File: config.mk
export PLATFORM = sky130hd
export DESIGN_NAME = tcw_front
export DESIGN_NICKNAME = d
export VERILOG_FILES = /design/src/rtl/tcw_pkg.sv /design/src/rtl/tcw_front.sv
export SDC_FILE = /design/constraint.sdc
export NUM_CORES = 1
export LEC_CHECK = 0
export ABC_AREA = 1
export BUFFER_PORTS_ARGS = -buffer_cell sky130_fd_sc_hd__buf_4
export CAP_MARGIN = 20
export CORE_AREA = 2 2 39 41
export DETAILED_ROUTE_END_ITERATION = 10
export DIE_AREA = 0 0 41 43
export GPL_TIMING_DRIVEN = 0
export PLACE_DENSITY = 0.75
export SLEW_MARGIN = 10
export SYNTH_ARGS = -nofsm -noshare
export SYNTH_HDL_FRONTEND = slang
export SYNTH_SLANG_ARGS = --single-unit
File: constraint.sdc
create_clock -name vclk -period 2.2
set_input_delay 0.44 -clock vclk [all_inputs]
set_output_delay 0.44 -clock vclk [all_outputs]
set_load 0.05 [all_outputs]
File: src/rtl/tcw_pkg.sv
// ----------------------------------------------------------------------------
// tcw_pkg : text console writer shared definitions
// Screen geometry, derived widths, item classes and back-end states.
// ----------------------------------------------------------------------------
package tcw_pkg;

    // screen geometry
    localparam int COLUMNS     = 80;
    localparam int ROWS        = 25;
    localparam int CELL_COUNT  = COLUMNS * ROWS;
    localparam int COPY_COUNT  = COLUMNS * (ROWS - 1);

    // derived widths
    localparam int COL_W       = $clog2(COLUMNS);
    localparam int COL_X_W     = COL_W + 1;
    localparam int ROW_W       = $clog2(ROWS);
    localparam int ADDR_W      = $clog2(CELL_COUNT);
    localparam int CNT_W       = $clog2(CELL_COUNT + 1);

    // port field widths
    localparam int CHAR_W      = 8;
    localparam int ATTR_W      = 8;
    localparam int CELL_W      = 16;
    localparam int INDEX_W     = 11;
    localparam int POS_W       = 11;

    // character codes
    localparam logic [CHAR_W-1:0] CH_BACKSPACE = 8'h08;
    localparam logic [CHAR_W-1:0] CH_TAB       = 8'h09;
    localparam logic [CHAR_W-1:0] CH_NEWLINE   = 8'h0A;
    localparam logic [CHAR_W-1:0] CH_RETURN    = 8'h0D;
    localparam logic [CHAR_W-1:0] CH_SPACE     = 8'h20;

    localparam int TAB_STEP    = 8;
    localparam logic [ATTR_W-1:0] ATTR_RESET = 8'h0F;

    // command codes
    localparam logic CMD_WRITE = 1'b0;
    localparam logic CMD_READ  = 1'b1;

    // front/back queue, depth a power of two
    localparam int QUEUE_DEPTH = 2;
    localparam int QPTR_W      = $clog2(QUEUE_DEPTH);
    localparam int QCNT_W      = $clog2(QUEUE_DEPTH + 1);

    // item classes decided by the front end
    typedef enum logic [2:0] {
        OP_NONE,
        OP_READ,
        OP_PUT,
        OP_BACKSPACE,
        OP_TAB,
        OP_RETURN,
        OP_NEWLINE
    } op_t;

    typedef struct packed {
        op_t                 op;
        logic [CHAR_W-1:0]   char_code;
        logic [INDEX_W-1:0]  cell_index;
    } q_entry_t;

    // back-end sequencer states
    typedef enum logic [1:0] {
        ST_CLEAR,
        ST_IDLE,
        ST_READ,
        ST_SCROLL
    } back_state_t;

endpackage

File: src/rtl/tcw_front.sv
// ----------------------------------------------------------------------------
// tcw_front : input acceptance and classification
// Takes input beats and sorts each into an operation class for the queue.
// ----------------------------------------------------------------------------
module tcw_front (
    input  logic                          in_valid,
    output logic                          in_ready,
    input  logic                          command,
    input  logic [tcw_pkg::CHAR_W-1:0]    char_code,
    input  logic [tcw_pkg::INDEX_W-1:0]   cell_index,
    input  logic                          clearing,
    input  logic                          q_full,
    output logic                          push,
    output tcw_pkg::q_entry_t             push_entry
);

    tcw_pkg::op_t op;

    // hold off while the queue is full or the screen is being cleared
    assign in_ready = !q_full && !clearing;
    assign push     = in_valid && in_ready;

    // classify the beat
    always_comb
    begin
        op = tcw_pkg::OP_NONE;
        if (command == tcw_pkg::CMD_READ)
        begin
            op = tcw_pkg::OP_READ;
        end
        else if (char_code == tcw_pkg::CH_BACKSPACE)
        begin
            op = tcw_pkg::OP_BACKSPACE;
        end
        else if (char_code == tcw_pkg::CH_TAB)
        begin
            op = tcw_pkg::OP_TAB;
        end
        else if (char_code == tcw_pkg::CH_RETURN)
        begin
            op = tcw_pkg::OP_RETURN;
        end
        else if (char_code == tcw_pkg::CH_NEWLINE)
        begin
            op = tcw_pkg::OP_NEWLINE;
        end
        else if (char_code >= tcw_pkg::CH_SPACE)
        begin
            op = tcw_pkg::OP_PUT;
        end
    end

    assign push_entry.op         = op;
    assign push_entry.char_code  = char_code;
    assign push_entry.cell_index = cell_index;

endmodule

==> flow_summary.yaml <==
outcome:
  outcome: "completed"
power_and_ir_drop:
  leakagePower_nw: 0.350
  power_density_mw_per_mm2: 303
  ir_drop_uv: 114
yosys:
  yosys_warnings: 0
  synth-adder-area-share: 0
  yosys.area.top_type: "buf_4"
  synth.most_common_cell: "buf_4"
  netlist_top_cells_count: "buf_4, inv_1, nand2_1"
  yosys-top-cells-area: "buf_4, inv_1, nand2_1, nor2_1, nand2_2"
  synth_top_family_by_area: "buffers and inverters"
  yosysTopAreaCellShare: 0.494
  synthMuxAreaShare: 0
  synthesis.nets: 71
  synth_xor_area_frac: 0
  synth_area_um2: 289
  synth-seq-area-share: 0
  avgSynthCellArea_um2: 6.02
  syn_inst: 48
  yosysUniqueCellTypes: 14
  synth-compound-area-share: 0.0519
  yosys.area_share.simple: 0.338
sta:
  fmax_ghz: 0.596
  hold_viol_final: 0
  worst_slew_pin_slew_ns: 0.177
  drv_slew: 0
  finalSetupViolations: 0
  fin_crit_sh: 0.763
  rsz0062_at_grt: "false"
  fin_crit_ns: 1.68
  tns_ns: 0
  slew-limit-headroom: 0.882
place:
  place.gp.congestion: 0.601
  portBuffers: 36
  dp.cells: 100
  hpwl_um: 690
floorplanning:
  die_w_um: 41
  die_h_um: 43
  initial_core_util: 0.209
  num_rows: 14
  die-area_mm2: 0.00176
  core_area_mm2: 0.00138
  pin_count: 47
clock_network:
  hold_buffers: 0
  post-cts-setup-buffer-count: 0
  cts_resized: 0
min_path:
  hold_start: "cell_index[4]"
  whs_path_depth: 2
  hold_end: "push_entry[4]"
  hp-class: "in2out"
critical_path:
  cp_data_required_time_ns: 1.76
  crit_path_start_kind: "input port"
  criticalPathCategory: "in2out"
  end_kind: "primary output"
  arrival_ns: 1.24
  path_max_fanout: 2
run:
  cap_viol_max_count: 0
routing:
  firstDrtPassIters: 1
  drc: 0
  initialDrtViolationCount: 0
  wl_um: 720
  vias_per_cell: 3.74
  wire_per_inst_um: 7.20
  via_count: 374
  ant_nets: 0
finish:
  final_cells: 100
  drive_above_1_share: 0.750
  ff_latch_area_um2: 0
  clkbuf_count: 0
  nFlopsAndLatches: 0
  nets: 109
  areaGrowthSynthToFinish_pct: 100
  antenna_cells: 0
global_route:
  antenna_found_initial: 0
  overflow: 0
  grt_max_degree: 5
  grt_util_met2: 0.163
  grt_pass1_wl_um: 1060
  met1_usage: 0.0791
  top_usage_layer: "met2"
  grt_pass1_vias: 299
  grt_usage: 0.0779
  grtUsageMet3: 0.00524
worst max-delay path by stage:
| stage | from | to | slack, ns | cells past startpoint |
|---|---|---|---|---|
| final | char_code[2] | push_entry[21] | 0.52 | 7 |
| after global routing | char_code[1] | push_entry[20] | 0.43 | 9 |
| after CTS | char_code[2] | push_entry[21] | 0.51 | 7 |
| after detailed placement | char_code[2] | push_entry[21] | 0.51 | 7 |
| after global placement | char_code[6] | push_entry[19] | 0.52 | 7 |
| after floorplan | clearing | push | 0.16 | 1 |
layout by cell type (no fill, tap or decap), types with 2 or more instances in the layout:
cell type,instances
buf_4,55
inv_1,7
nand2_1,5
nor2_1,4
inv_2,2
nand2_2,2
a21oi_1,2
where the power goes:
group          switching (mW)  leakage (nW)  total, mW  internal (mW)
Clock                       0             0          0              0
Sequential                  0             0          0              0
Combinational           0.107         0.350      0.176         0.0681
critical path, cell delays in order:
cell and delay, ns:
buf_4 0.11, inv_1 0.06, nand2_1 0.08, nor2_1 0.12, nand2_2 0.07, a21oi_1 0.14
buf_4 0.21
metrics by stage:
stage	utilization	worst slack, ns	power, mW	hold WS, ns	area (um^2)
floorplan	-	0.162	0.122	1.05	289
global placement	0.419	0.524	0.175	1.13	579
detailed placement	0.419	0.514	0.177	1.13	579
CTS	0.419	0.507	0.177	1.13	579
global route	0.419	0.428	0.185	1.14	579
finish	0.419	0.522	0.176	1.13	579
kinds of logic (layout without fill, tap and decap cells):
kind of cell,Yosys count,after routing
simple gates,17,17
buf+inv,28,64
compound gates,3,3
area by class of cell:
type	count	area (um^2)
Tap cell	16	20.0
Buffer	19	143
Inverter	9	33.8
Timing Repair Buffer	36	270
Multi-Input combinational cell	20	113
Fill cell	155	805
routing by layer:
| layer | share of wire | vias up |
|---|---|---|
| met5 | 0 | - |
| met4 | 0 | 0 |
| met3 | 0.15 | 0 |
| met2 | 0.55 | 24 |
| met1 | 0.30 | 156 |
| li1 | - | 194 |
Note: power is estimated with default switching activity, not from simulation.
