### src/rtl/tcw_pkg.sv
// ----------------------------------------------------------------------------
// tcw_pkg : text console writer shared definitions
// Screen geometry, derived widths, item classes and back-end states.
// ----------------------------------------------------------------------------
package tcw_pkg;

    // screen geometry
    localparam int COLUMNS     = 80;
    localparam int ROWS        = 25;
    localparam int CELL_COUNT  = COLUMNS * ROWS;
    localparam int COPY_COUNT  = COLUMNS * (ROWS - 1);

    // derived widths
    localparam int COL_W       = $clog2(COLUMNS);
    localparam int COL_X_W     = COL_W + 1;
    localparam int ROW_W       = $clog2(ROWS);
    localparam int ADDR_W      = $clog2(CELL_COUNT);
    localparam int CNT_W       = $clog2(CELL_COUNT + 1);

    // port field widths
    localparam int CHAR_W      = 8;
    localparam int ATTR_W      = 8;
    localparam int CELL_W      = 16;
    localparam int INDEX_W     = 11;
    localparam int POS_W       = 11;

    // character codes
    localparam logic [CHAR_W-1:0] CH_BACKSPACE = 8'h08;
    localparam logic [CHAR_W-1:0] CH_TAB       = 8'h09;
    localparam logic [CHAR_W-1:0] CH_NEWLINE   = 8'h0A;
    localparam logic [CHAR_W-1:0] CH_RETURN    = 8'h0D;
    localparam logic [CHAR_W-1:0] CH_SPACE     = 8'h20;

    localparam int TAB_STEP    = 8;
    localparam logic [ATTR_W-1:0] ATTR_RESET = 8'h0F;

    // command codes
    localparam logic CMD_WRITE = 1'b0;
    localparam logic CMD_READ  = 1'b1;

    // front/back queue, depth a power of two
    localparam int QUEUE_DEPTH = 2;
    localparam int QPTR_W      = $clog2(QUEUE_DEPTH);
    localparam int QCNT_W      = $clog2(QUEUE_DEPTH + 1);

    // item classes decided by the front end
    typedef enum logic [2:0] {
        OP_NONE,
        OP_READ,
        OP_PUT,
        OP_BACKSPACE,
        OP_TAB,
        OP_RETURN,
        OP_NEWLINE
    } op_t;

    typedef struct packed {
        op_t                 op;
        logic [CHAR_W-1:0]   char_code;
        logic [INDEX_W-1:0]  cell_index;
    } q_entry_t;

    // back-end sequencer states
    typedef enum logic [1:0] {
        ST_CLEAR,
        ST_IDLE,
        ST_READ,
        ST_SCROLL
    } back_state_t;

endpackage

### src/rtl/tcw_queue.sv
// ----------------------------------------------------------------------------
// tcw_queue : short queue between front and back ends
// Small register queue of classified items; push and pop in the same cycle.
// ----------------------------------------------------------------------------
module tcw_queue (
    input  logic                clk,
    input  logic                rst_n,
    input  logic                push,
    input  tcw_pkg::q_entry_t   push_entry,
    input  logic                pop,
    output tcw_pkg::q_entry_t   head_entry,
    output logic                full,
    output logic                empty
);

    tcw_pkg::q_entry_t              entries_reg [tcw_pkg::QUEUE_DEPTH];
    logic [tcw_pkg::QPTR_W-1:0]     wr_ptr_reg;
    logic [tcw_pkg::QPTR_W-1:0]     wr_ptr_next;
    logic [tcw_pkg::QPTR_W-1:0]     rd_ptr_reg;
    logic [tcw_pkg::QPTR_W-1:0]     rd_ptr_next;
    logic [tcw_pkg::QCNT_W-1:0]     count_reg;
    logic [tcw_pkg::QCNT_W-1:0]     count_next;

    assign full       = (count_reg == tcw_pkg::QCNT_W'(tcw_pkg::QUEUE_DEPTH));
    assign empty      = (count_reg == '0);
    assign head_entry = entries_reg[rd_ptr_reg];

    // pointer and fill count update
    always_comb
    begin
        wr_ptr_next = wr_ptr_reg;
        rd_ptr_next = rd_ptr_reg;
        count_next  = count_reg;
        if (push)
        begin
            wr_ptr_next = wr_ptr_reg + 1'b1;
        end
        if (pop)
        begin
            rd_ptr_next = rd_ptr_reg + 1'b1;
        end
        if (push && !pop)
        begin
            count_next = count_reg + 1'b1;
        end
        else if (pop && !push)
        begin
            count_next = count_reg - 1'b1;
        end
    end

    always_ff @(posedge clk or negedge rst_n)
    begin
        if (!rst_n)
        begin
            wr_ptr_reg <= '0;
            rd_ptr_reg <= '0;
            count_reg  <= '0;
        end
        else
        begin
            wr_ptr_reg <= wr_ptr_next;
            rd_ptr_reg <= rd_ptr_next;
            count_reg  <= count_next;
        end
    end

    // entry storage
    always_ff @(posedge clk)
    begin
        if (push)
        begin
            entries_reg[wr_ptr_reg] <= push_entry;
        end
    end

endmodule

### config.mk
export PLATFORM = sky130hd
export DESIGN_NAME = tcw_queue
export DESIGN_NICKNAME = d
export VERILOG_FILES = /design/src/rtl/tcw_pkg.sv /design/src/rtl/tcw_queue.sv
export SDC_FILE = /design/constraint.sdc
export NUM_CORES = 1
export LEC_CHECK = 0
export ABC_AREA = 1
export BUFFER_PORTS_ARGS = -buffer_cell sky130_fd_sc_hd__buf_2
export CELL_PAD_IN_SITES_DETAIL_PLACEMENT = 0
export CELL_PAD_IN_SITES_GLOBAL_PLACEMENT = 1
export CORE_UTILIZATION = 38
export DETAILED_ROUTE_END_ITERATION = 10
export MAX_ROUTING_LAYER = met4
export PLACE_DENSITY_LB_ADDON = 0.1
export SLEW_MARGIN = 10
export SYNTH_ARGS = -nofsm -noshare
export SYNTH_HDL_FRONTEND = slang
export SYNTH_SLANG_ARGS = --single-unit
### constraint.sdc
create_clock -name clk -period 1.78 [get_ports clk]
set_clock_uncertainty 0.15 [all_clocks]
set_input_delay 0.178 -clock clk [delete_from_list [all_inputs] [get_ports clk]]
set_output_delay 0.178 -clock clk [all_outputs]
set_load 0.1 [all_outputs]
==> results of run 1 <==
per-layer routing:
metal  vias up  share of wire  global-route usage  wire length, microns
met5         -              0                   -                     0
met1       525           0.42               0.161                  1360
met2        32           0.52               0.253                  1670
met3         7          0.049              0.0470                   159
li1        515              -                   -                     -
met4         0          0.015              0.0422                    48
cells by family after synthesis:
group | count (synthesis) | synth area share
fa+ha+maj | 1 | 0.00696
mux | 22 | 0.138
xor+xnor | 3 | 0.0146
buf+inv | 9 | 0.0271
flops | 48 | 0.791
simple gates | 10 | 0.0230
worst paths after layout:
| path | endpoint | cells past startpoint |
|---|---|---|
| max | head_entry[1] | 3 |
| min | count_reg[1]$_DFFE_PN0P_ | 2 |
| max reg2reg | entries_reg[0][16]$_DFFE_PP_ | 2 |
| min reg2reg | count_reg[1]$_DFFE_PN0P_ | 2 |
| max in group asynchronous | rd_ptr_reg$_DFFE_PN0P_ | 2 |
| min in group clk | count_reg[1]$_DFFE_PN0P_ | 2 |
cell usage after synthesis (all sizes together):
| master | count |
|---|---|
| nand2 | 5 |
| edfxtp | 44 |
| nand3 | 1 |
| mux2 | 22 |
| nor2 | 3 |
| dfrtp | 4 |
| buf | 2 |
| xnor2 | 1 |
| ha | 1 |
| xor2 | 2 |
| nand4 | 1 |
| inv | 7 |
stage by stage:
stage | hold WS, ns | setup slack [ns]
3_3_place_gp | -0.162 | 0.317
6_report | 0.0593 | 0.0429
3_5_place_dp | -0.161 | 0.303
5_1_grt | 0.0413 | -0.0196
2_1_floorplan | -0.268 | -0.230
4_1_cts | 0.0480 | 0.0157
area by class of cell:
cell class	count	area [sq um]
clock buffers	5	68.8
clock inverters	3	42.5
fillers	323	1600
inverters	7	26.3
multi-input cells	36	330
flip-flops and latches	48	1420
well taps	52	65.1
repair buffers	82	893
repair_timing:
item	4_1_cts	5_1_grt
hold buffers	25	0
gates resized for setup	1	1
hold endpoints to repair	50	0
endpoints found under the setup margin	15	15
setup buffers	0	0
critical path: stages, from the launching register on:
cell and delay [ns]:
dfrtp_1 0.38, buf_4 0.19, mux2_2 0.38, buf_12 0.17
==> out/results.ini, run 1 <==
[floorplanning]
dieArea_sq_um = 5010
fp.dieW_microns = 70.8
rows = 24
core_area_sq_um = 4440
die_h_microns = 70.8
start_util = 0.405
io_pins = 50

[global_routing]
antenna_found_initial = 0
grt_overflow = 0
grt_pass1_wl_microns = 5260
grt_util_all_layers = 0.146
grt_pass1_vias = 1154
grt_max_degree = 16

[synth]
synth_top_cells_by_area = edfxtp_1 (73%), mux2_2 (14%), dfrtp_1 (5.6%)
ys_seq_area_frac = 0.791
netlist_instances = 93
synth_nets = 120
yosysTopAreaCell = edfxtp_1
yosys_warnings = 0
avgSynthCellArea_sq_um = 19.3
synth_cell_types = 12
synth_seq_cells = 48
synth_area_sq_um = 1800
synth_top_area_share = 0.735

[final_layout]
largest_register_ffs = 44
final_cell_mix = edfxtp_1 (44), buf_2 (27), dlygate4sd3_1 (25)
syn2layout_area_growth_pct = 58.4
final_common_cell = edfxtp_1
final_cells = 233
final_area_sq_um = 2850
drive_above_1_share = 0.486
final_util = 0.641
finalNetCount = 207
diodes = 0

[run_status]
status = finished with violations
violations = design-rule violations

[clock_network]
clk_latency_ns = 0.29
cts_made_buffers = 5
cts_tree = done
clkSinkCount = 48
htreeDepth = 2
cts.reportedPaths.clkPinSlew_ns = 0.08
cts_max_path_buffers = 2
cts_root_buf = clkbuf_8

[drt]
wire_per_inst_microns = 13.9
num_vias = 1079
routed_wl_microns = 3250
first_pass_iters = 9
drc = 2
drt-initial-drc-count = 96
drt-vias-per-instance = 4.63
antenna_left = 0

[sta]
setup_tns_ns = 0
max_clock_freq_ghz = 0.576
worst_slew_pin_slew_ns = 0.488
hold_viol = 0
fin_crit_ns = 1.74
relSlewSlack = 0.677
rsz0062_at_grt = true
min_period_over_period = 0.976
slew_viol_final = 0
setup_viol = 0

[placed_design]
post_dp_cell_area_sq_um = 2480
place_hpwl_microns = 2190
portBuffers = 49
place_congestion = 0.635
place_inst = 200

[critical_path]
cp_max_fo = 8
crit_start = rd_ptr_reg$_DFFE_PN0P_
cp.required_ns = 1.45
worst_setup_path_end_kind = output port
critPathArrivalTime_ns = 1.41
cp-start-kind = flip-flop
r2r-start = wr_ptr_reg$_DFFE_PN0P_
ff2ff_setup_slack_ns = 0.56
critical_path_class = reg2out

[hold_path]
min_path_type = in2async

[job]
max_cap_violations = 0

Power of run 1 is left out: the tool's default activity adds up to more than one toggle a clock period on the data nets, which glitch-free logic cannot reach.
==> run 2: changes to the inputs <==
--- a/config.mk
+++ b/config.mk
@@ -5,11 +5,10 @@
 export SDC_FILE = /design/constraint.sdc
 export NUM_CORES = 1
 export LEC_CHECK = 0
-export ABC_AREA = 1
 export BUFFER_PORTS_ARGS = -buffer_cell sky130_fd_sc_hd__buf_2
 export CELL_PAD_IN_SITES_DETAIL_PLACEMENT = 0
 export CELL_PAD_IN_SITES_GLOBAL_PLACEMENT = 1
-export CORE_UTILIZATION = 38
+export CORE_UTILIZATION = 40
 export DETAILED_ROUTE_END_ITERATION = 10
 export MAX_ROUTING_LAYER = met4
 export PLACE_DENSITY_LB_ADDON = 0.1
==> constraint.sdc (replaced) <==
create_clock -name clk -period 1.8 [get_ports clk]
set_clock_uncertainty 0.15 [all_clocks]
set_input_delay 0.18 -clock clk [delete_from_list [all_inputs] [get_ports clk]]
set_output_delay 0.18 -clock clk [all_outputs]
set_load 0.1 [all_outputs]
==> run 2 against run 1 <==
  * The flow now finishes without violations
  * Final area fell by 1.1%
  * Count of clock-buffer cells in the layout increased by 1
  * Synthesized cell count down 9.7%
  * Worst setup slack about the same
  * Via count fell by 7.2%
  * Critical path depth unchanged
  * Sequential share of layout area is 0.55 points higher
  * Global-route usage is 0.76 points higher
  * Final cell count fell by 5.6%
  * Die area down 5.9%
==> out/results.ini, run 2 <==
[drt]
routed.top_layer = met4  ; unchanged
routed_wl_microns = 3010  ; was 3250 microns
antenna_left = 0  ; unchanged
drc = 0  ; was 2
wl_met2_microns = 1570  ; was 1670 microns
first_pass_iters = 3  ; was 9
wl_met1_microns = 1260  ; was 1360 microns
wl_met3_microns = 142  ; was 159 microns
wire_per_inst_microns = 13.7  ; was 13.9 microns
drt-vias-per-instance = 4.55  ; was 4.63
drt-initial-drc-count = 23  ; was 96
num_vias = 1001  ; was 1079

[synth]
synth_area_sq_um = 1780  ; was 1800 sq um
synth_seq_cells = 48  ; unchanged
netlist_instances = 84  ; was 93
ys_seq_area_frac = 0.799  ; was 0.791
synth_nets = 111  ; was 120
yosysMostFrequentCell = edfxtp_1  ; unchanged
synth_edf_count = 44  ; unchanged
async_flop_share = 0.0833  ; unchanged
synth_top_area_share = 0.743  ; was 0.735
synthTopCellsByCount = edfxtp_1 (44), mux2_2 (22), dfrtp_1 (4), xor2_1 (4)  ; was edfxtp_1 (44), mux2_2 (22), inv_1 (7), nand2_1 (5), dfrtp_1 (4)
yosys_warnings = 0  ; unchanged
synth_top_cells_by_area = edfxtp_1 (74%), mux2_2 (14%), dfrtp_1 (5.6%)  ; was edfxtp_1 (73%), mux2_2 (14%), dfrtp_1 (5.6%)
yosysTopAreaCell = edfxtp_1  ; unchanged
yosys_most_used_dff = edfxtp_1  ; unchanged
avgSynthCellArea_sq_um = 21.2  ; was 19.3 sq um
synth_cell_types = 11  ; was 12

[floorplanning]
rows = 23  ; was 24
dieArea_sq_um = 4720  ; was 5010 sq um
fp.dieW_microns = 68.7  ; was 70.8 microns
io_pins = 50  ; unchanged
start_util = 0.429  ; was 0.405
die_h_microns = 68.7  ; was 70.8 microns
core_area_sq_um = 4140  ; was 4440 sq um

[sta]
worst_slew_pin_slew_ns = 0.485  ; was 0.488 ns
relSlewSlack = 0.679  ; was 0.677
slew_viol_final = 0  ; unchanged
max_clock_freq_ghz = 0.569
min_period_over_period = 0.976
setup_viol = 0  ; unchanged
setup_slack_ns = 0.0424  ; was 0.0429 ns
hold_viol = 0  ; unchanged
setup_tns_ns = 0  ; unchanged
holdWs_ns = 0.0673  ; was 0.0593 ns
fin_crit_ns = 1.76
rsz0062_at_grt = true  ; unchanged

[final_layout]
syn2layout_area_growth_pct = 58.4  ; about the same
final_util = 0.680  ; was 0.641
largest_register_ffs = 44  ; unchanged
diodes = 0  ; unchanged
finalNetCount = 196  ; was 207
drive_above_1_share = 0.512  ; was 0.486
final_common_cell = edfxtp_1  ; unchanged
final_cell_mix = edfxtp_1 (44), buf_2 (27), dlygate4sd3_1 (25)  ; unchanged

[global_routing]
grt_overflow = 0  ; unchanged
grt_pass1_wl_microns = 4820  ; was 5260 microns
antenna_found_initial = 0  ; unchanged
grt_pass1_vias = 1052  ; was 1154
grt_util_all_layers = 0.153  ; was 0.146
grt_max_degree = 18  ; was 16

[job]
max_cap_violations = 0  ; unchanged

[clock_network]
cts_tree = done  ; unchanged
clk_latency_ns = 0.29  ; about the same
cts.reportedPaths.clkPinSlew_ns = 0.08  ; about the same
cts_setup_buffers = 0  ; unchanged
cts_max_path_buffers = 2  ; unchanged
htreeDepth = 2  ; unchanged
cts_root_buf = clkbuf_8  ; unchanged
cts_made_buffers = 5  ; unchanged
clkSinkCount = 48  ; unchanged

[placed_design]
place_congestion = 0.602  ; was 0.635
dp_slack_ns = 0.311  ; was 0.303 ns
portBuffers = 49  ; unchanged
place_hpwl_microns = 1980  ; was 2190 microns

[critical_path]
worst_setup_path_end_kind = output port  ; unchanged
worst-path-buf-inv = 2  ; unchanged
cp.required_ns = 1.47  ; was 1.45 ns
critPathArrivalTime_ns = 1.43  ; was 1.41 ns
cp-start-kind = flip-flop  ; unchanged
crit_chain = buf_4 -> mux2_2 -> buf_12  ; unchanged
cp_top_family = flip-flops  ; unchanged
r2r.worst_path.cells = 2  ; unchanged
worstSetupPathDepth = 3  ; unchanged
cp_max_fo = 6  ; was 8
cp_slowest_cell = dfrtp_1  ; unchanged
max_stage_delay_ns = 0.40  ; was 0.38 ns
critical_path_class = reg2out  ; unchanged

[hold_path]
min_path_type = in2async  ; unchanged

[run_status]
status = finished, final reports clean  ; was finished with violations

==> run 2: metrics by stage <==
step	std cells	area [sq um]
2_1_floorplan	84	1790
3_3_place_gp	187	2450
3_5_place_dp	187	2450
4_1_cts	220	2810
5_1_grt	220	2820
6_report	220	2820
==> run 2: cells by family (layout without fill, tap and decap cells) <==
logic type | count (synthesis) | count (layout) | synth area share
adders and majority gates | 1 | 1 | 0.00704
xor gates and xnor gates | 5 | 5 | 0.0246
and+or+nand+nor | 5 | 5 | 0.0148
buffers and inverters | 3 | 89 | 0.0148
DFF | 48 | 48 | 0.799
muxes | 22 | 22 | 0.139
==> run 2: timing repair <==
action | CTS | global route
gates resized for setup | 1 | 2
setup endpoints to repair | 17 | 17
hold buffers | 25 | 0
hold endpoints to repair | 50 | 0
==> run 2: metal layers <==
metal / track usage / vias to the layer above
li1: - / 490
met1: 0.178 / 475
met2: 0.246 / 32
met3: 0.0444 / 4
met4: 0.0703 / 0
met5: - / -
==> run 2: worst register-to-register path, stage by stage, from the launching register on <==
cell and delay [ns]:
dfrtp_1 0.40, and2_1 0.33, buf_4 0.25
==> run 2: area by class of cell <==
| cell class | instances | area, sq um |
|---|---|---|
| tap | 50 | 62.6 |
| inverter | 1 | 3.75 |
| clock buffer | 6 | 72.6 |
| timing repair buffer | 80 | 883 |
| clock inverter | 2 | 35.0 |
| sequential | 48 | 1420 |
| fill | 318 | 1330 |
| multi-input combinational | 33 | 338 |
==> run 2: final timing paths <==
path / from / slack (ns) / to
min: rst_n / 0.07 / rd_ptr_reg$_DFFE_PN0P_
max: rd_ptr_reg$_DFFE_PN0P_ / 0.04 / head_entry[16]
max reg2reg: wr_ptr_reg$_DFFE_PN0P_ / 0.38 / entries_reg[1][10]$_DFFE_PP_
min reg2reg: wr_ptr_reg$_DFFE_PN0P_ / 0.36 / wr_ptr_reg$_DFFE_PN0P_
max in group asynchronous: rst_n / 1.31 / wr_ptr_reg$_DFFE_PN0P_
min in group clk: wr_ptr_reg$_DFFE_PN0P_ / 0.36 / wr_ptr_reg$_DFFE_PN0P_
Power of run 2 is left out for the same reason.
